$ cat src/b2d_pkg.sv
// Shared constants, types and handoff structs of the binary to decimal digit formatter.
package b2d_pkg;

   localparam int SHORT_DIGITS = 5;
   localparam int LONG_DIGITS  = 19;
   localparam int VALUE_W      = 64;
   localparam int SHORT_W      = 16;
   localparam int DIGIT_W      = 4;
   localparam int POS_W        = 5;
   localparam int NIBBLE_W     = 4;
   localparam int LONG_STEPS   = VALUE_W / NIBBLE_W;
   localparam int SHORT_STEPS  = SHORT_W / NIBBLE_W;
   localparam int STEP_W       = $clog2(LONG_STEPS + 1);
   localparam int SHORT_OFFSET = LONG_DIGITS - SHORT_DIGITS;

   typedef logic [DIGIT_W-1:0]         digit_type;
   typedef logic [POS_W-1:0]           pos_type;
   typedef logic [STEP_W-1:0]          step_type;
   typedef logic [NIBBLE_W-1:0]        nibble_type;
   typedef digit_type [LONG_DIGITS-1:0] row_type;

   localparam logic [VALUE_W-1:0] LONG_MAX        = 64'd9999999999999999999;
   localparam logic [SHORT_W-1:0] SHORT_ALL_BLANK = 16'hFFFF;
   localparam digit_type          BLANK_CODE      = 4'd10;
   localparam digit_type          ZERO_CODE       = 4'd0;
   localparam digit_type          ADJ_LIMIT       = 4'd5;
   localparam digit_type          ADJ_ADD         = 4'd3;
   localparam pos_type            LONG_LAST       = pos_type'(LONG_DIGITS - 1);
   localparam pos_type            SHORT_LAST      = pos_type'(SHORT_DIGITS - 1);

   typedef struct packed {
      row_type digits;
      logic    is_long;
      logic    align_left;
      logic    zero_fill;
      logic    all_blank;
   } conv_word_type;

   typedef struct packed {
      logic          valid;
      conv_word_type word;
   } conv_out_type;

endpackage

$ cat src/b2d_bcd_cell.sv
// One decimal digit of the shift-and-add-3 conversion chain, four bits per cycle while stepped.
module b2d_bcd_cell (
   input  logic                clock,
   input  logic                clear,
   input  logic                step,
   input  b2d_pkg::nibble_type bits_in,
   output b2d_pkg::nibble_type bits_out,
   output b2d_pkg::digit_type  digit
);

   b2d_pkg::digit_type digit_ff;
   b2d_pkg::digit_type digit_in;
   b2d_pkg::digit_type work;

   // Four adjust-and-shift rounds; bit 3 of the nibble enters first.
   always_comb begin
      work     = digit_ff;
      bits_out = '0;
      for (int k = b2d_pkg::NIBBLE_W - 1; k >= 0; k--) begin
         if (work >= b2d_pkg::ADJ_LIMIT) begin
            work = work + b2d_pkg::ADJ_ADD;
         end
         bits_out[k] = work[b2d_pkg::DIGIT_W-1];
         work        = {work[b2d_pkg::DIGIT_W-2:0], bits_in[k]};
      end
   end

   always_comb begin
      if (clear) begin
         digit_in = b2d_pkg::ZERO_CODE;
      end else if (step) begin
         digit_in = work;
      end else begin
         digit_in = digit_ff;
      end
   end

   always_ff @(posedge clock) begin
      digit_ff <= digit_in;
   end

   assign digit = digit_ff;

endmodule

$ cat src/b2d_digit_cell.sv
// One digit slot of a shift chain that loads in parallel and moves toward the top.
module b2d_digit_cell (
   input  logic               clock,
   input  logic               load,
   input  b2d_pkg::digit_type load_digit,
   input  logic               shift,
   input  b2d_pkg::digit_type shift_in,
   output b2d_pkg::digit_type digit
);

   b2d_pkg::digit_type digit_ff;
   b2d_pkg::digit_type digit_in;

   always_comb begin
      if (load) begin
         digit_in = load_digit;
      end else if (shift) begin
         digit_in = shift_in;
      end else begin
         digit_in = digit_ff;
      end
   end

   always_ff @(posedge clock) begin
      digit_ff <= digit_in;
   end

   assign digit = digit_ff;

endmodule

$ cat src/b2d_conv.sv
// Input stage: clamp or mask the value, then convert it to decimal digits in a cell chain.
module b2d_conv (
   input  logic                                clock,
   input  logic                                reset,
   input  logic                                req_valid,
   output logic                                req_stall,
   input  logic                                req_kind,
   input  logic [b2d_pkg::VALUE_W-1:0]         req_value,
   input  logic                                req_align_left,
   input  logic                                req_zero_fill,
   output b2d_pkg::conv_out_type               conv_out,
   input  logic                                conv_take
);

   logic                        busy_ff, busy_in;
   logic                        done_ff, done_in;
   b2d_pkg::step_type           steps_ff, steps_in;
   logic [b2d_pkg::VALUE_W-1:0] value_ff, value_in;
   logic                        is_long_ff, is_long_in;
   logic                        left_ff, left_in;
   logic                        fill_ff, fill_in;
   logic                        blank_ff, blank_in;
   logic                        accept;
   logic                        running;
   b2d_pkg::nibble_type         carry [b2d_pkg::LONG_DIGITS+1];
   b2d_pkg::row_type            digits;

   assign running   = busy_ff & ~done_ff;
   assign req_stall = busy_ff & ~(done_ff & conv_take);
   assign accept    = req_valid & ~req_stall;

   always_comb begin
      busy_in    = busy_ff;
      done_in    = done_ff;
      steps_in   = steps_ff;
      value_in   = value_ff;
      is_long_in = is_long_ff;
      left_in    = left_ff;
      fill_in    = fill_ff;
      blank_in   = blank_ff;
      if (running) begin
         value_in = value_ff << b2d_pkg::NIBBLE_W;
         steps_in = steps_ff - b2d_pkg::step_type'(1);
         if (steps_ff == b2d_pkg::step_type'(1)) begin
            done_in = 1'b1;
         end
      end
      if (done_ff && conv_take) begin
         busy_in = 1'b0;
         done_in = 1'b0;
      end
      if (accept) begin
         busy_in = 1'b1;
         done_in = 1'b0;
         if (req_kind) begin
            value_in = (req_value > b2d_pkg::LONG_MAX) ? b2d_pkg::LONG_MAX : req_value;
            steps_in = b2d_pkg::step_type'(b2d_pkg::LONG_STEPS);
         end else begin
            value_in = {req_value[b2d_pkg::SHORT_W-1:0],
                        {(b2d_pkg::VALUE_W - b2d_pkg::SHORT_W){1'b0}}};
            steps_in = b2d_pkg::step_type'(b2d_pkg::SHORT_STEPS);
         end
         is_long_in = req_kind;
         left_in    = req_align_left;
         fill_in    = req_zero_fill;
         blank_in   = ~req_kind &
                      (req_value[b2d_pkg::SHORT_W-1:0] == b2d_pkg::SHORT_ALL_BLANK);
      end
   end

   always_ff @(posedge clock) begin
      if (reset) begin
         busy_ff <= 1'b0;
         done_ff <= 1'b0;
      end else begin
         busy_ff <= busy_in;
         done_ff <= done_in;
      end
   end

   always_ff @(posedge clock) begin
      steps_ff   <= steps_in;
      value_ff   <= value_in;
      is_long_ff <= is_long_in;
      left_ff    <= left_in;
      fill_ff    <= fill_in;
      blank_ff   <= blank_in;
   end

   // Feed the top nibble into the least significant digit; carries ripple upward.
   assign carry[0] = value_ff[b2d_pkg::VALUE_W-1 -: b2d_pkg::NIBBLE_W];

   for (genvar j = 0; j < b2d_pkg::LONG_DIGITS; j++) begin : g_cell
      b2d_bcd_cell u_cell (
         .clock    (clock),
         .clear    (accept),
         .step     (running),
         .bits_in  (carry[j]),
         .bits_out (carry[j+1]),
         .digit    (digits[j])
      );
   end

   assign conv_out.valid           = done_ff;
   assign conv_out.word.digits     = digits;
   assign conv_out.word.is_long    = is_long_ff;
   assign conv_out.word.align_left = left_ff;
   assign conv_out.word.zero_fill  = fill_ff;
   assign conv_out.word.all_blank  = blank_ff;

endmodule

$ cat src/b2d_fmt.sv
// Leading-zero strip chain and digit emitter chain with the result register.
module b2d_fmt (
   input  logic                  clock,
   input  logic                  reset,
   input  b2d_pkg::conv_out_type conv_out,
   output logic                  conv_take,
   output logic                  rsp_valid,
   input  logic                  rsp_stall,
   output b2d_pkg::digit_type    rsp_digit_code,
   output b2d_pkg::pos_type      rsp_position,
   output logic                  rsp_last
);

   // Strip stage
   logic               norm_busy_ff, norm_busy_in;
   logic               norm_done_ff, norm_done_in;
   b2d_pkg::pos_type   norm_lz_ff, norm_lz_in;
   logic               norm_long_ff, norm_long_in;
   logic               norm_left_ff, norm_left_in;
   logic               norm_fill_ff, norm_fill_in;
   logic               norm_blank_ff, norm_blank_in;
   logic               norm_running;
   logic               norm_shift;
   logic               norm_give;
   b2d_pkg::row_type   norm_load_row;
   b2d_pkg::row_type   norm_row;

   // Emit stage
   logic               emit_busy_ff, emit_busy_in;
   b2d_pkg::pos_type   emit_pos_ff, emit_pos_in;
   b2d_pkg::pos_type   emit_lz_ff, emit_lz_in;
   b2d_pkg::pos_type   emit_nsig_ff, emit_nsig_in;
   logic               emit_long_ff, emit_long_in;
   logic               emit_left_ff, emit_left_in;
   logic               emit_fill_ff, emit_fill_in;
   logic               emit_blank_ff, emit_blank_in;
   logic               emit_step;
   logic               emit_is_last;
   logic               emit_free;
   logic               emit_show;
   logic               emit_advance;
   b2d_pkg::pos_type   emit_last_pos;
   b2d_pkg::pos_type   emit_cnt;
   b2d_pkg::digit_type emit_code;
   b2d_pkg::row_type   emit_row;

   // Result register
   logic               rsp_valid_ff, rsp_valid_in;
   b2d_pkg::digit_type rsp_code_ff, rsp_code_in;
   b2d_pkg::pos_type   rsp_pos_ff, rsp_pos_in;
   logic               rsp_last_ff, rsp_last_in;
   logic               out_free;

   // ---------------- strip stage ----------------
   assign norm_running = norm_busy_ff & ~norm_done_ff;
   assign norm_shift   = norm_running & (norm_row[b2d_pkg::LONG_DIGITS-1] == b2d_pkg::ZERO_CODE)
                         & (norm_lz_ff != b2d_pkg::LONG_LAST);
   assign norm_give    = norm_done_ff & emit_free;
   assign conv_take    = conv_out.valid & (~norm_busy_ff | norm_give);

   // A short value sits in the low five digits: lift it straight to the top.
   assign norm_load_row = conv_out.word.is_long ? conv_out.word.digits :
      b2d_pkg::row_type'(conv_out.word.digits << (b2d_pkg::SHORT_OFFSET * b2d_pkg::DIGIT_W));

   always_comb begin
      norm_busy_in  = norm_busy_ff;
      norm_done_in  = norm_done_ff;
      norm_lz_in    = norm_lz_ff;
      norm_long_in  = norm_long_ff;
      norm_left_in  = norm_left_ff;
      norm_fill_in  = norm_fill_ff;
      norm_blank_in = norm_blank_ff;
      if (norm_running) begin
         if (norm_shift) begin
            norm_lz_in = norm_lz_ff + b2d_pkg::pos_type'(1);
         end else begin
            norm_done_in = 1'b1;
         end
      end
      if (norm_give) begin
         norm_busy_in = 1'b0;
         norm_done_in = 1'b0;
      end
      if (conv_take) begin
         norm_busy_in  = 1'b1;
         norm_done_in  = 1'b0;
         norm_lz_in    = conv_out.word.is_long ? '0 :
                         b2d_pkg::pos_type'(b2d_pkg::SHORT_OFFSET);
         norm_long_in  = conv_out.word.is_long;
         norm_left_in  = conv_out.word.align_left;
         norm_fill_in  = conv_out.word.zero_fill;
         norm_blank_in = conv_out.word.all_blank;
      end
   end

   for (genvar j = 0; j < b2d_pkg::LONG_DIGITS; j++) begin : g_norm
      if (j == 0) begin : g_bottom
         b2d_digit_cell u_cell (
            .clock      (clock),
            .load       (conv_take),
            .load_digit (norm_load_row[j]),
            .shift      (norm_shift),
            .shift_in   (b2d_pkg::ZERO_CODE),
            .digit      (norm_row[j])
         );
      end else begin : g_upper
         b2d_digit_cell u_cell (
            .clock      (clock),
            .load       (conv_take),
            .load_digit (norm_load_row[j]),
            .shift      (norm_shift),
            .shift_in   (norm_row[j-1]),
            .digit      (norm_row[j])
         );
      end
   end

   // ---------------- emit stage ----------------
   assign out_free      = ~rsp_valid_ff | ~rsp_stall;
   assign emit_step     = emit_busy_ff & out_free;
   assign emit_last_pos = emit_long_ff ? b2d_pkg::LONG_LAST : b2d_pkg::SHORT_LAST;
   assign emit_is_last  = (emit_pos_ff == emit_last_pos);
   assign emit_free     = ~emit_busy_ff | (emit_step & emit_is_last);
   assign emit_cnt      = norm_long_ff ? b2d_pkg::pos_type'(b2d_pkg::LONG_DIGITS) :
                          b2d_pkg::pos_type'(b2d_pkg::SHORT_DIGITS);

   always_comb begin
      emit_show = 1'b0;
      if (!emit_blank_ff) begin
         if (emit_left_ff) begin
            emit_show = (emit_pos_ff < emit_nsig_ff);
         end else begin
            emit_show = (emit_pos_ff >= emit_lz_ff);
         end
      end
      if (emit_show) begin
         emit_code = emit_row[b2d_pkg::LONG_DIGITS-1];
      end else if (emit_fill_ff) begin
         emit_code = b2d_pkg::ZERO_CODE;
      end else begin
         emit_code = b2d_pkg::BLANK_CODE;
      end
   end

   assign emit_advance = emit_step & emit_show;

   always_comb begin
      emit_busy_in  = emit_busy_ff;
      emit_pos_in   = emit_pos_ff;
      emit_lz_in    = emit_lz_ff;
      emit_nsig_in  = emit_nsig_ff;
      emit_long_in  = emit_long_ff;
      emit_left_in  = emit_left_ff;
      emit_fill_in  = emit_fill_ff;
      emit_blank_in = emit_blank_ff;
      if (emit_step) begin
         emit_pos_in = emit_pos_ff + b2d_pkg::pos_type'(1);
         if (emit_is_last) begin
            emit_busy_in = 1'b0;
         end
      end
      if (norm_give) begin
         emit_busy_in  = 1'b1;
         emit_pos_in   = '0;
         emit_lz_in    = norm_long_ff ? norm_lz_ff :
                         norm_lz_ff - b2d_pkg::pos_type'(b2d_pkg::SHORT_OFFSET);
         emit_nsig_in  = emit_cnt - emit_lz_in;
         emit_long_in  = norm_long_ff;
         emit_left_in  = norm_left_ff;
         emit_fill_in  = norm_fill_ff;
         emit_blank_in = norm_blank_ff;
      end
   end

   for (genvar j = 0; j < b2d_pkg::LONG_DIGITS; j++) begin : g_emit
      if (j == 0) begin : g_bottom
         b2d_digit_cell u_cell (
            .clock      (clock),
            .load       (norm_give),
            .load_digit (norm_row[j]),
            .shift      (emit_advance),
            .shift_in   (b2d_pkg::ZERO_CODE),
            .digit      (emit_row[j])
         );
      end else begin : g_upper
         b2d_digit_cell u_cell (
            .clock      (clock),
            .load       (norm_give),
            .load_digit (norm_row[j]),
            .shift      (emit_advance),
            .shift_in   (emit_row[j-1]),
            .digit      (emit_row[j])
         );
      end
   end

   // ---------------- result register ----------------
   always_comb begin
      rsp_valid_in = rsp_valid_ff & rsp_stall;
      rsp_code_in  = rsp_code_ff;
      rsp_pos_in   = rsp_pos_ff;
      rsp_last_in  = rsp_last_ff;
      if (emit_step) begin
         rsp_valid_in = 1'b1;
         rsp_code_in  = emit_code;
         rsp_pos_in   = emit_pos_ff;
         rsp_last_in  = emit_is_last;
      end
   end

   always_ff @(posedge clock) begin
      if (reset) begin
         norm_busy_ff <= 1'b0;
         norm_done_ff <= 1'b0;
         emit_busy_ff <= 1'b0;
         rsp_valid_ff <= 1'b0;
      end else begin
         norm_busy_ff <= norm_busy_in;
         norm_done_ff <= norm_done_in;
         emit_busy_ff <= emit_busy_in;
         rsp_valid_ff <= rsp_valid_in;
      end
   end

   always_ff @(posedge clock) begin
      norm_lz_ff    <= norm_lz_in;
      norm_long_ff  <= norm_long_in;
      norm_left_ff  <= norm_left_in;
      norm_fill_ff  <= norm_fill_in;
      norm_blank_ff <= norm_blank_in;
      emit_pos_ff   <= emit_pos_in;
      emit_lz_ff    <= emit_lz_in;
      emit_nsig_ff  <= emit_nsig_in;
      emit_long_ff  <= emit_long_in;
      emit_left_ff  <= emit_left_in;
      emit_fill_ff  <= emit_fill_in;
      emit_blank_ff <= emit_blank_in;
      rsp_code_ff   <= rsp_code_in;
      rsp_pos_ff    <= rsp_pos_in;
      rsp_last_ff   <= rsp_last_in;
   end

   assign rsp_valid      = rsp_valid_ff;
   assign rsp_digit_code = rsp_code_ff;
   assign rsp_position   = rsp_pos_ff;
   assign rsp_last       = rsp_last_ff;

endmodule

$ cat src/binary_to_decimal_digit_formatter.sv
// Top level of the binary to decimal digit formatter: converter, strip and emit stages.
// Leading zero digits stripped from a word: 0..18 for a 64-bit word, 0..4 for a 16-bit one.
// The emit chain sets the pace: one digit word per cycle unless the receiver stalls.
// Reset (synchronous, active high) clears the stage control flags and the result valid;
//   digit chains and payload registers are left as they are and reload with each word.
module binary_to_decimal_digit_formatter (
   input  logic                        clock,
   input  logic                        reset,
   input  logic                        req_valid,
   output logic                        req_stall,
   input  logic                        req_kind,
   input  logic [b2d_pkg::VALUE_W-1:0] req_value,
   input  logic                        req_align_left,
   input  logic                        req_zero_fill,
   output logic                        rsp_valid,
   input  logic                        rsp_stall,
   output b2d_pkg::digit_type          rsp_digit_code,
   output b2d_pkg::pos_type            rsp_position,
   output logic                        rsp_last
);

   // Handoff from the converter to the strip stage: digits plus format flags.
   b2d_pkg::conv_out_type conv_out;
   logic                  conv_take;

   // Converter: clamp a long value to nineteen nines, mask a short one to 16 bits and
   // flag the all-ones short value, then run the shift-and-add-3 chain four bits a
   // cycle. Hold the digits until the strip stage takes them; a new word enters
   // on that same cycle.
   b2d_conv u_conv (
      .clock          (clock),
      .reset          (reset),
      .req_valid      (req_valid),
      .req_stall      (req_stall),
      .req_kind       (req_kind),
      .req_value      (req_value),
      .req_align_left (req_align_left),
      .req_zero_fill  (req_zero_fill),
      .conv_out       (conv_out),
      .conv_take      (conv_take)
   );

   // Strip and emit: shift leading zero digits out of the top one per cycle and count
   // them (never past the last position), then walk the positions from the most
   // significant end. Right-aligned output shows blanks for the counted zeros before
   // the digits; left-aligned output shows the digits first and blanks after. Zero
   // fill turns each blank into digit 0. The result register holds a stalled digit
   // word; the emitter waits while the receiver stalls.
   b2d_fmt u_fmt (
      .clock          (clock),
      .reset          (reset),
      .conv_out       (conv_out),
      .conv_take      (conv_take),
      .rsp_valid      (rsp_valid),
      .rsp_stall      (rsp_stall),
      .rsp_digit_code (rsp_digit_code),
      .rsp_position   (rsp_position),
      .rsp_last       (rsp_last)
   );

endmodule

$ cat config.mk
export PLATFORM = sky130hd
export DESIGN_NAME = binary_to_decimal_digit_formatter
export DESIGN_NICKNAME = d
export VERILOG_FILES = /design/src/b2d_pkg.sv /design/src/b2d_bcd_cell.sv /design/src/b2d_digit_cell.sv /design/src/b2d_conv.sv /design/src/b2d_fmt.sv /design/src/binary_to_decimal_digit_formatter.sv
export SDC_FILE = /design/constraint.sdc
export NUM_CORES = 1
export LEC_CHECK = 0
export BUFFER_PORTS_ARGS = -buffer_cell sky130_fd_sc_hd__clkbuf_2
export CORE_MARGIN = 2
export CORE_UTILIZATION = 60
export CTS_CLUSTER_DIAMETER = 150
export DETAILED_ROUTE_END_ITERATION = 7
export PLACE_DENSITY = 0.79
export SYNTH_ARGS = -nofsm -noshare
export SYNTH_HDL_FRONTEND = slang
export SYNTH_HIERARCHICAL = 1
export SYNTH_SLANG_ARGS = --single-unit
export TNS_END_PERCENT = 30
$ cat constraint.sdc
create_clock -name clock -period 24.3 [get_ports clock]
set_input_delay 1.215 -clock clock [delete_from_list [all_inputs] [get_ports clock]]
set_output_delay 1.215 -clock clock [all_outputs]
set_load 0.01 [all_outputs]
==> qor.txt, run 1 <==
CP endpoint kind: flip-flop
max_slew headroom: 19.4%
CTS tree: yes
RSZ-0062 raised after global routing: no
Ports: 83
R2R Setup Slk: 19,410 ps
All-Layer GR Usage: 25.1%
clk buf depth: 3
nets: 2,783
critical path, cell by cell: and4b_1 -> o211ai_2 -> a21boi_4 -> o21ai_4 -> clkinv_2 -> a21boi_1 -> nand2b_4 -> inv_4 -> and2_1 -> a21oi_1 -> a31oi_4
Clock Sinks: 345
die area: 0.0455 mm²
Port Buffers: 82
Mapped Area: 0.0263 mm²
clock transition at the registers of the reported paths: 60 ps
first-pass GRT wire length: 93.7 mm
reg-to-reg startpoint: u_fmt/emit_pos_ff[2]$_SDFFE_PP0P_
final WL: 57.0 mm
die width: 213 µm
GPL Wtd Cong: 0.855
DR vias: 19,641
Vias/cell: 6.15
initial antenna violation count: 0
Max Fclk: 205 MHz
Post-DP HPWL: 39.9 mm
Die Y: 213 µm
vias in the first global route: 19,093
Clock Skews: 34.9 ps
synth warn: 6
# fillers: 3,319
sequential cell area: 0.00949 mm²
delay-heaviest family, CP: simple AND/OR/NAND/NOR gates
CP max stage delay: 870 ps
initial detailed-routing violation count: 1,310
worst setup margin: 19,410 ps
hold slack: 423 ps
Worst-Skew Late Latency: 570 ps
status: complete, no violations
Routed Antenna Nets: 0
worst hold path type: reg2reg
Worst Path Class, Setup: reg2reg
Post-Syn Instances: 2,544
grt total ovfl: 0
max cap viols: 0
final max-slew violation count: 0
crit-path max FO: 105
fraction of layout cells with a size suffix above 1: 24.3%
CP Launch Type: flip-flop
largest net degree at the start of global routing: 106
FF-to-FF End: u_conv/value_ff[16]$_DFFE_PP_
final setup violating endpoints: 0
final worst path period need: 4890 ps
cell depth of the worst setup path: 11
Worst EP arrival: 5150 ps
Multi-input gate area: 0.0159 mm²
DP Worst Slack: 18,970 ps
total negative setup slack: 0 ps
CTS Buf Count: 39
Avg WL per Cell: 17.8 µm
Final Hold Viols: 0
DR pass1 iterations: 5
CP required: 24,570 ps
DRC violations left: 0
FF-to-FF path depth: 11
Worst Path Buf+Inv: 2
Worst-Margin Slew: 1210 ps
postcts setup bufs: 0
end point of the critical path: u_conv/value_ff[16]$_DFFE_PP_
Core Region: 0.0432 mm²
Final Cycle Share: 20.1%
ANT cells: 0
Post-CTS Resized: 0
root buf cell: clkbuf_16
synthesis-to-finish area growth: 7.89%
hold_buf cts: 0
slowest CP cell: nand2b_4
Initial Util: 60.8%
Syn Area/Cell: 10.3 µm²
CP startpoint: u_fmt/emit_pos_ff[2]$_SDFFE_PP0P_
FP Rows: 76
CTS H-tree depth: 2
## layout make-up
type	instances	share of cell area, %
well taps	585	2.58
clock buffers	49	3.76
inverters	121	1.62
clock inverters	23	0.773
multi-input cells	1980	56.0
repair buffers	93	1.74
flip-flops and latches	345	33.5
## worst reg2reg max path, cell delays in order, from the launching register on
cell      delay (ps)
dfxtp_1          510
and4b_1          300
o211ai_2         270
a21boi_4         100
o21ai_4          220
clkinv_2         390
a21boi_1         380
nand2b_4         870
inv_4            370
and2_1           690
a21oi_1          450
a31oi_4           60
## flip-flops by register name, indices dropped and copies added, names as in the netlist, 5 cells and up
name                               cells
u_conv/g_cell.u_cell/digit            76
u_conv/steps_ff                        5
u_fmt/emit_pos_ff                      5
u_fmt/g_emit.g_upper.u_cell/digit     72
u_conv/value_ff                       64
u_fmt/rsp_position                     5
u_fmt/norm_lz_ff                       5
u_fmt/emit_lz_ff                       5
u_fmt/g_norm.g_upper.u_cell/digit     72
u_fmt/emit_nsig_ff                     5
## cells in the final DEF, fill, tap and decap left out, types with 20 or more instances in the layout
cell type,instances
nand2_1,196
o21a_1,20
o22ai_1,25
or2_2,57
and2_1,78
nor3b_1,20
clkbuf_16,40
mux2_2,191
xor2_1,24
nand2b_1,84
ha_1,131
nor2_1,135
inv_1,119
nand4_1,26
xnor2_1,48
or3_1,20
clkbuf_2,82
a211oi_1,56
o211ai_1,57
dfxtp_1,87
a21o_1,21
o2111ai_1,20
edfxtp_1,258
mux2i_1,139
a31oi_4,20
o21ai_0,109
nor3_1,22
a21oi_1,118
## worst min path at each step
| stage | startpoint | end | cells after the start |
|---|---|---|---|
| final | u_fmt/norm_left_ff$_DFFE_PP_ | u_fmt/emit_left_ff$_DFFE_PP_ | 0 |
| after global routing | u_fmt/norm_left_ff$_DFFE_PP_ | u_fmt/emit_left_ff$_DFFE_PP_ | 0 |
| after CTS | u_fmt/norm_left_ff$_DFFE_PP_ | u_fmt/emit_left_ff$_DFFE_PP_ | 0 |
| after detailed placement | u_fmt/norm_left_ff$_DFFE_PP_ | u_fmt/emit_left_ff$_DFFE_PP_ | 0 |
| after global placement | u_fmt/norm_blank_ff$_DFFE_PP_ | u_fmt/emit_blank_ff$_DFFE_PP_ | 0 |
| after floorplan | u_fmt/norm_blank_ff$_DFFE_PP_ | u_fmt/emit_blank_ff$_DFFE_PP_ | 0 |
## per-stage QoR
stage	utilization, %	cell area (µm²)	instances
finish	65.6	28300	3196
global route	65.6	28300	3196
CTS	65.6	28300	3196
detailed placement	62.7	27100	3124
global placement	62.7	27100	3124
floorplan	-	26300	2551
## metal layers
| layer | track usage (%) | up-vias | share of wire (%) |
|---|---|---|---|
| met3 | 4.60 | 111 | 5.0 |
| met5 | 0 | - | 0 |
| met4 | 7.21 | 0 | 2.3 |
| met1 | 32.1 | 9511 | 44 |
| li1 | - | 9581 | - |
| met2 | 43.4 | 438 | 48 |
Power of run 1 is not shown: default switching activity piles up to over one toggle a cycle in this logic, so the estimate is an artifact.
==> run 2, diff against run 1 <==
Settings changed: CORE_UTILIZATION 60 to 58, PLACE_DENSITY 0.79 to 0.8.
Clock period 24.3 ns to 4.2 ns, I/O delays scaled along.
==> qor.txt, run 2 (same netlist as run 1, synthesis figures left out) <==
reg-to-reg startpoint: u_conv/g_cell[1].u_cell/digit[0]$_SDFFE_PP0P_ (was u_fmt/emit_pos_ff[2]$_SDFFE_PP0P_)
grt total ovfl: 0 (unchanged)
Port Buffers: 82 (unchanged)
hold_sp: req_value[3] (was u_fmt/norm_left_ff$_DFFE_PP_)
clk buf depth: 3 (unchanged)
Routed Antenna Nets: 0 (unchanged)
R2R Setup Slk: -110 ps (was 19,410 ps)
fraction of layout cells with a size suffix above 1: 45.0% (was 24.3%)
initial detailed-routing violation count: 1,813 (was 1,310)
Clock Sinks: 345 (unchanged)
Die Y: 217 µm (was 213 µm)
worst setup margin: -109 ps (was 19,410 ps)
largest net degree at the start of global routing: 105 (was 106)
Ports: 83 (unchanged)
RSZ-0062 raised after global routing: yes (was no)
CP endpoint kind: flip-flop (unchanged)
GPL Wtd Cong: 0.908 (was 0.855)
FF-to-FF End: u_conv/g_cell[1].u_cell/digit[3]$_SDFFE_PP0P_ (was u_conv/value_ff[16]$_DFFE_PP_)
root buf cell: clkbuf_16 (unchanged)
max reg flops: 76 (unchanged)
Worst-Skew Late Latency: 560 ps (was 570 ps)
final setup violating endpoints: 3 (was 0)
status: finished, violations left (was complete, no violations)
Clock Skews: 18.5 ps (was 34.9 ps)
FF-to-FF path depth: 19 (was 11)
Post-DP HPWL: 42.8 mm (was 39.9 mm)
CP max stage delay: 390 ps (was 870 ps)
nets: 3,138 (was 2,783)
commonest non-fill, non-tap cell in the layout: buf_4 (was edfxtp_1)
Final Hold Viols: 0 (unchanged)
Finished Layout Cells: 3,556 (was 3,196)
final WL: 69.3 mm (was 57.0 mm)
Final Cycle Share: 103% (was 20.1%)
die area: 0.0470 mm² (was 0.0455 mm²)
synthesis-to-finish area growth: 25.2% (was 7.89%)
final worst path period need: 4310 ps (was 4890 ps)
Vias/cell: 6.21 (was 6.15)
ANT cells: 0 (unchanged)
vias in the first global route: 21,567 (was 19,093)
DRC violations left: 0 (unchanged)
worst hold path type: in2reg (was reg2reg)
placed cell area: 0.0287 mm² (was 0.0271 mm²)
FP Rows: 77 (was 76)
critical path, cell by cell: inv_1 -> ha_4 -> and2b_2 -> o21ai_2 -> or2_4 -> ha_1 -> nor2_1 -> o31ai_2 -> buf_4 -> xnor2_4 -> ha_2 -> nand2b_4 -> buf_4 -> a211oi_1 -> o21ai_0 -> nand4_4 -> mux2_4 -> or3_4 -> a311oi_2 (was and4b_1 -> o211ai_2 -> a21boi_4 -> o21ai_4 -> clkinv_2 -> a21boi_1 -> nand2b_4 -> inv_4 -> and2_1 -> a21oi_1 -> a31oi_4)
DR vias: 22,098 (was 19,641)
most frequent cells in the layout: buf_4, edfxtp_1, nand2_1, mux2_2, nor2_1 (was edfxtp_1, nand2_1, mux2_2)
Final Cell Area: 0.0329 mm² (was 0.0283 mm²)
first-pass GRT wire length: 105 mm (was 93.7 mm)
failing checks: negative setup slack
DR pass1 iterations: 6 (was 5)
slowest CP cell: dfxtp_4 (was nand2b_4)
Worst EP arrival: 4760 ps (was 5150 ps)
CP required: 4650 ps (was 24,570 ps)
CTS tree: yes (unchanged)
CTS H-tree depth: 2 (unchanged)
CTS Buf Count: 38 (was 39)
hold slack: 33.4 ps (was 423 ps)
end point of the critical path: u_conv/g_cell[1].u_cell/digit[3]$_SDFFE_PP0P_ (was u_conv/value_ff[16]$_DFFE_PP_)
CP dominant cell by count: buf_4
CP startpoint: u_conv/g_cell[1].u_cell/digit[0]$_SDFFE_PP0P_ (was u_fmt/emit_pos_ff[2]$_SDFFE_PP0P_)
Avg WL per Cell: 19.5 µm (was 17.8 µm)
CP Launch Type: flip-flop (unchanged)
clock transition at the registers of the reported paths: 70 ps (was 60 ps)
Worst Path Class, Setup: reg2reg (unchanged)
crit-path max FO: 5 (was 105)
placed insts: 3,340 (was 3,124)
max_slew headroom: 19.9% (was 19.4%)
Initial Util: 59.1% (was 60.8%)
initial antenna violation count: 1 (was 0)
Worst-Margin Slew: 1200 ps (was 1210 ps)
die width: 217 µm (was 213 µm)
final max-slew violation count: 0 (unchanged)
max cap viols: 0 (unchanged)
Max Fclk: 232 MHz (was 205 MHz)
All-Layer GR Usage: 26.7% (was 25.1%)
Core Region: 0.0444 mm² (was 0.0432 mm²)
-- run 2: cell count changes in the layout (fill, tap and decap cells not counted), moves of 25 or more --
cell	previous run	this run
nand2b_1	84	59
mux2i_1	139	92
dfxtp_2	0	33
inv_1	119	70
ha_1	131	56
dfxtp_1	87	42
o21ai_0	109	72
inv_2	0	47
mux2i_2	0	38
o21ai_1	4	31
ha_2	0	52
buf_4	11	341
-- run 2: worst min path at each step --
stage	endpoint	slack (ps)	cells after the start
after floorplan	u_conv/done_ff$_SDFFE_PP0P_	280	1
after global placement	u_conv/left_ff$_DFFE_PP_	390	1
after detailed placement	u_conv/fill_ff$_DFFE_PP_	400	1
after CTS	u_conv/value_ff[3]$_SDFFCE_PN0P_	1	2
after global routing	u_conv/value_ff[3]$_SDFFCE_PN0P_	20	2
final	u_conv/value_ff[3]$_SDFFCE_PN0P_	30	2
-- run 2: layer usage --
layer / global-route usage [%] / up-vias / wire length, µm
met1: 32.9 / 10841 / 27500
li1: - / 10279 / -
met4: 8.26 / 2 / 2230
met3: 3.37 / 179 / 3790
met5: 0 / - / 11
met2: 48.5 / 797 / 35800
-- run 2: worst max-delay path, delay by kind of cell, from the launching register on --
family,cells,cell delay [ps]
AND/OR/NAND/NOR,6,1200
AO/OA/AOI/OAI,5,1140
adder cells (fa/ha/maj),3,580
buffers and inverters,3,420
flip-flops,1,390
multiplexers,1,340
XOR/XNOR,1,110
-- run 2: through the flow --
stage / utilization, % / setup TNS, ps / setup WS [ps]
detailed placement: 64.6 / -4730 / -243
global placement: 64.6 / -64.4 / -42.8
CTS: 69.3 / -315 / -59.1
finish: 74.0 / -188 / -109
floorplan: - / -270330 / -1310
global route: 74.0 / -2580 / -193
-- run 2: area by class of cell --
| class | count | area (µm²) |
|---|---|---|
| multi-input combinational | 1980 | 17500 |
| fill | 2684 | 11500 |
| sequential | 345 | 9580 |
| timing repair buffer | 449 | 3290 |
| clock buffer | 41 | 993 |
| tap | 592 | 741 |
| inverter | 121 | 465 |
| clock inverter | 28 | 330 |
-- run 2: timing repair --
action | CTS | global route
cloned | 0 | 0
resized for setup | 109 | 377
pin swaps | 31 | 115
endpoints found under the setup margin | 47 | 72
hold buffers | 10 | 0
endpoints found under the hold margin | 11 | 0
setup buffers | 35 | 102
Power of run 2 is left out for the same reason.
==> run 3, diff against run 2 <==
Settings changed: CELL_PAD_IN_SITES_DETAIL_PLACEMENT from default to 2, CELL_PAD_IN_SITES_GLOBAL_PLACEMENT from default to 2, CORE_UTILIZATION 58 to 38, CTS_CLUSTER_SIZE from default to 14, PLACE_DENSITY 0.8 to 0.79, REMOVE_ABC_BUFFERS from default to 1.
==> qor.txt, run 3 (same netlist as run 1, synthesis figures left out) <==
Ports: 83 (unchanged)
Clock Sinks: 345 (unchanged)
final worst path period need: 4810 ps (was 4310 ps)
Max Fclk: 208 MHz (was 232 MHz)
Avg WL per Cell: 36.7 µm (was 19.5 µm)
Worst-Skew Late Latency: 640 ps (was 560 ps)
Final Cycle Share: 114% (was 103%)
Core Region: 0.0685 mm² (was 0.0444 mm²)
final WL: 147 mm (was 69.3 mm)
grt total ovfl: 0 (unchanged)
Vias/cell: 6.54 (was 6.21)
first-pass GRT wire length: 172 mm (was 105 mm)
die width: 267 µm (was 217 µm)
final setup violating endpoints: 74 (was 3)
Worst-Margin Slew: 1160 ps (was 1200 ps)
CTS H-tree depth: 1 (was 2)
CTS tree: yes (unchanged)
CP required: 4730 ps (was 4650 ps)
GPL Wtd Cong: 0.833 (was 0.908)
final max-slew violation count: 0 (unchanged)
hold_sp: req_value[14] (was req_value[3])
nets: 3,295 (was 3,138)
failing checks: negative setup slack (unchanged)
Die Y: 267 µm (was 217 µm)
Worst Hold Depth: 3 (was 2)
Initial Util: 38.4% (was 59.1%)
status: finished, violations left (unchanged)
worst setup margin: -607 ps (was -109 ps)
crit-path max FO: 5 (unchanged)
end point of the critical path: u_conv/g_cell[12].u_cell/digit[0]$_SDFFE_PP0P_ (was u_conv/g_cell[1].u_cell/digit[3]$_SDFFE_PP0P_)
clock transition at the registers of the reported paths: 100 ps (was 70 ps)
Worst EP arrival: 5330 ps (was 4760 ps)
Port Buffers: 82 (unchanged)
placed cell area: 0.0294 mm² (was 0.0287 mm²)
max reg flops: 76 (unchanged)
Routed Antenna Nets: 0 (unchanged)
worst hold path type: in2reg (unchanged)
RSZ-0062 raised after global routing: yes (unchanged)
Final Cell Area: 0.0360 mm² (was 0.0329 mm²)
Post-DP HPWL: 64.2 mm (was 42.8 mm)
CP endpoint kind: flip-flop (unchanged)
reg-to-reg startpoint: u_conv/g_cell[10].u_cell/digit[0]$_SDFFE_PP0P_ (was u_conv/g_cell[1].u_cell/digit[0]$_SDFFE_PP0P_)
Worst Path Class, Setup: reg2reg (unchanged)
DRC violations left: 0 (unchanged)
FP Rows: 96 (was 77)
DR pass1 iterations: 6 (unchanged)
initial detailed-routing violation count: 2,143 (was 1,813)
hold slack: 0.882 ps (was 33.4 ps)
CTS Buf Count: 28 (was 38)
All-Layer GR Usage: 31.3% (was 26.7%)
FF-to-FF path depth: 19 (unchanged)
DR vias: 26,131 (was 22,098)
FF-to-FF End: u_conv/g_cell[12].u_cell/digit[0]$_SDFFE_PP0P_ (was u_conv/g_cell[1].u_cell/digit[3]$_SDFFE_PP0P_)
Final Hold Viols: 0 (unchanged)
commonest non-fill, non-tap cell in the layout: buf_4 (unchanged)
CP Launch Type: flip-flop (unchanged)
R2R Setup Slk: -610 ps (was -110 ps)
clk buf depth: 3 (unchanged)
max cap viols: 0 (unchanged)
CP startpoint: u_conv/g_cell[10].u_cell/digit[0]$_SDFFE_PP0P_ (was u_conv/g_cell[1].u_cell/digit[0]$_SDFFE_PP0P_)
root buf cell: clkbuf_16 (unchanged)
max_slew headroom: 22.4% (was 19.9%)
Clock Skews: 27.9 ps (was 18.5 ps)
fraction of layout cells with a size suffix above 1: 53.1% (was 45.0%)
vias in the first global route: 26,477 (was 21,567)
initial antenna violation count: 2 (was 1)
die area: 0.0712 mm² (was 0.0470 mm²)
largest net degree at the start of global routing: 103 (was 105)
synthesis-to-finish area growth: 36.9% (was 25.2%)
most frequent cells in the layout: buf_4, edfxtp_1, mux2_2 (was buf_4, edfxtp_1, nand2_1, mux2_2, nor2_1)
==> run 3: cell count changes in the layout (fill, tap and decap cells not counted), moves of 15 or more <==
cell,before,now
nand2b_1,59,41
a211oi_1,36,20
clkbuf_1,1,21
ha_2,52,28
ha_1,56,27
inv_1,70,43
nand2b_4,23,43
buf_4,341,491
mux2i_4,9,40
mux2i_1,92,65
buf_6,12,27
o21ai_0,72,47
ha_4,23,76
inv_4,3,29
==> run 3: routing by layer <==
metal	track usage (%)	share of wire (%)	up-vias
met5	0	0	-
met4	16.2	8.9	0
met3	3.05	5.1	748
met2	59.7	51	1439
met1	34.0	35	13363
li1	-	-	10581
==> run 3: worst max-delay path, cell delays in order (launching register included) <==
cell	delay, ps
dfxtp_4	400
inv_4	40
ha_4	160
buf_4	130
buf_4	150
nor3b_1	660
a21oi_1	350
o21ai_1	270
mux2i_2	180
inv_2	190
ha_4	190
nand2b_4	90
nand2b_4	90
or4b_4	480
nand4_4	190
mux2i_4	330
nand2_2	140
xor2_2	250
mux2i_1	130
nor2_1	250
==> run 3: area by class of cell <==
class                      instances  area, µm²
clock inverter                     2       21.3
multi-input combinational       1980      19300
timing repair buffer             616       4610
fill                            6774      32500
tap                              882       1100
clock buffer                      50        793
sequential                       345       9610
inverter                         121        552
antenna                            2       5.00
==> run 3: worst min-delay path by stage <==
stage / end / slack [ps]
floorplan: u_conv/done_ff$_SDFFE_PP0P_ / 280
global placement: u_fmt/emit_blank_ff$_DFFE_PP_ / 410
detailed placement: u_fmt/norm_fill_ff$_DFFE_PP_ / 410
CTS: u_conv/value_ff[52]$_DFFE_PP_ / 2
global route: u_conv/blank_ff$_DFFE_PP_ / -2
finish: u_conv/blank_ff$_DFFE_PP_ / 0.9
==> run 3: what timing repair did <==
item,CTS,global route
resized for setup,371,529
hold endpoints to repair,13,0
pin swaps,80,182
buffers inserted,99,158
hold buffers,11,0
endpoints found under the setup margin,71,75
==> run 3: per-stage QoR <==
stage          utilization, %  instances  setup TNS [ps]  worst slack (ps)
2_1_floorplan               -       2446        -1733430             -7450
3_3_place_gp             43.0       3683            -326             -63.9
3_5_place_dp             43.0       3683          -16040              -587
4_1_cts                  47.4       3841           -6.17             -4.79
5_1_grt                  52.5       3997          -21840              -600
6_report                 52.5       3998          -18500              -607
Power of run 3 is left out for the same reason.
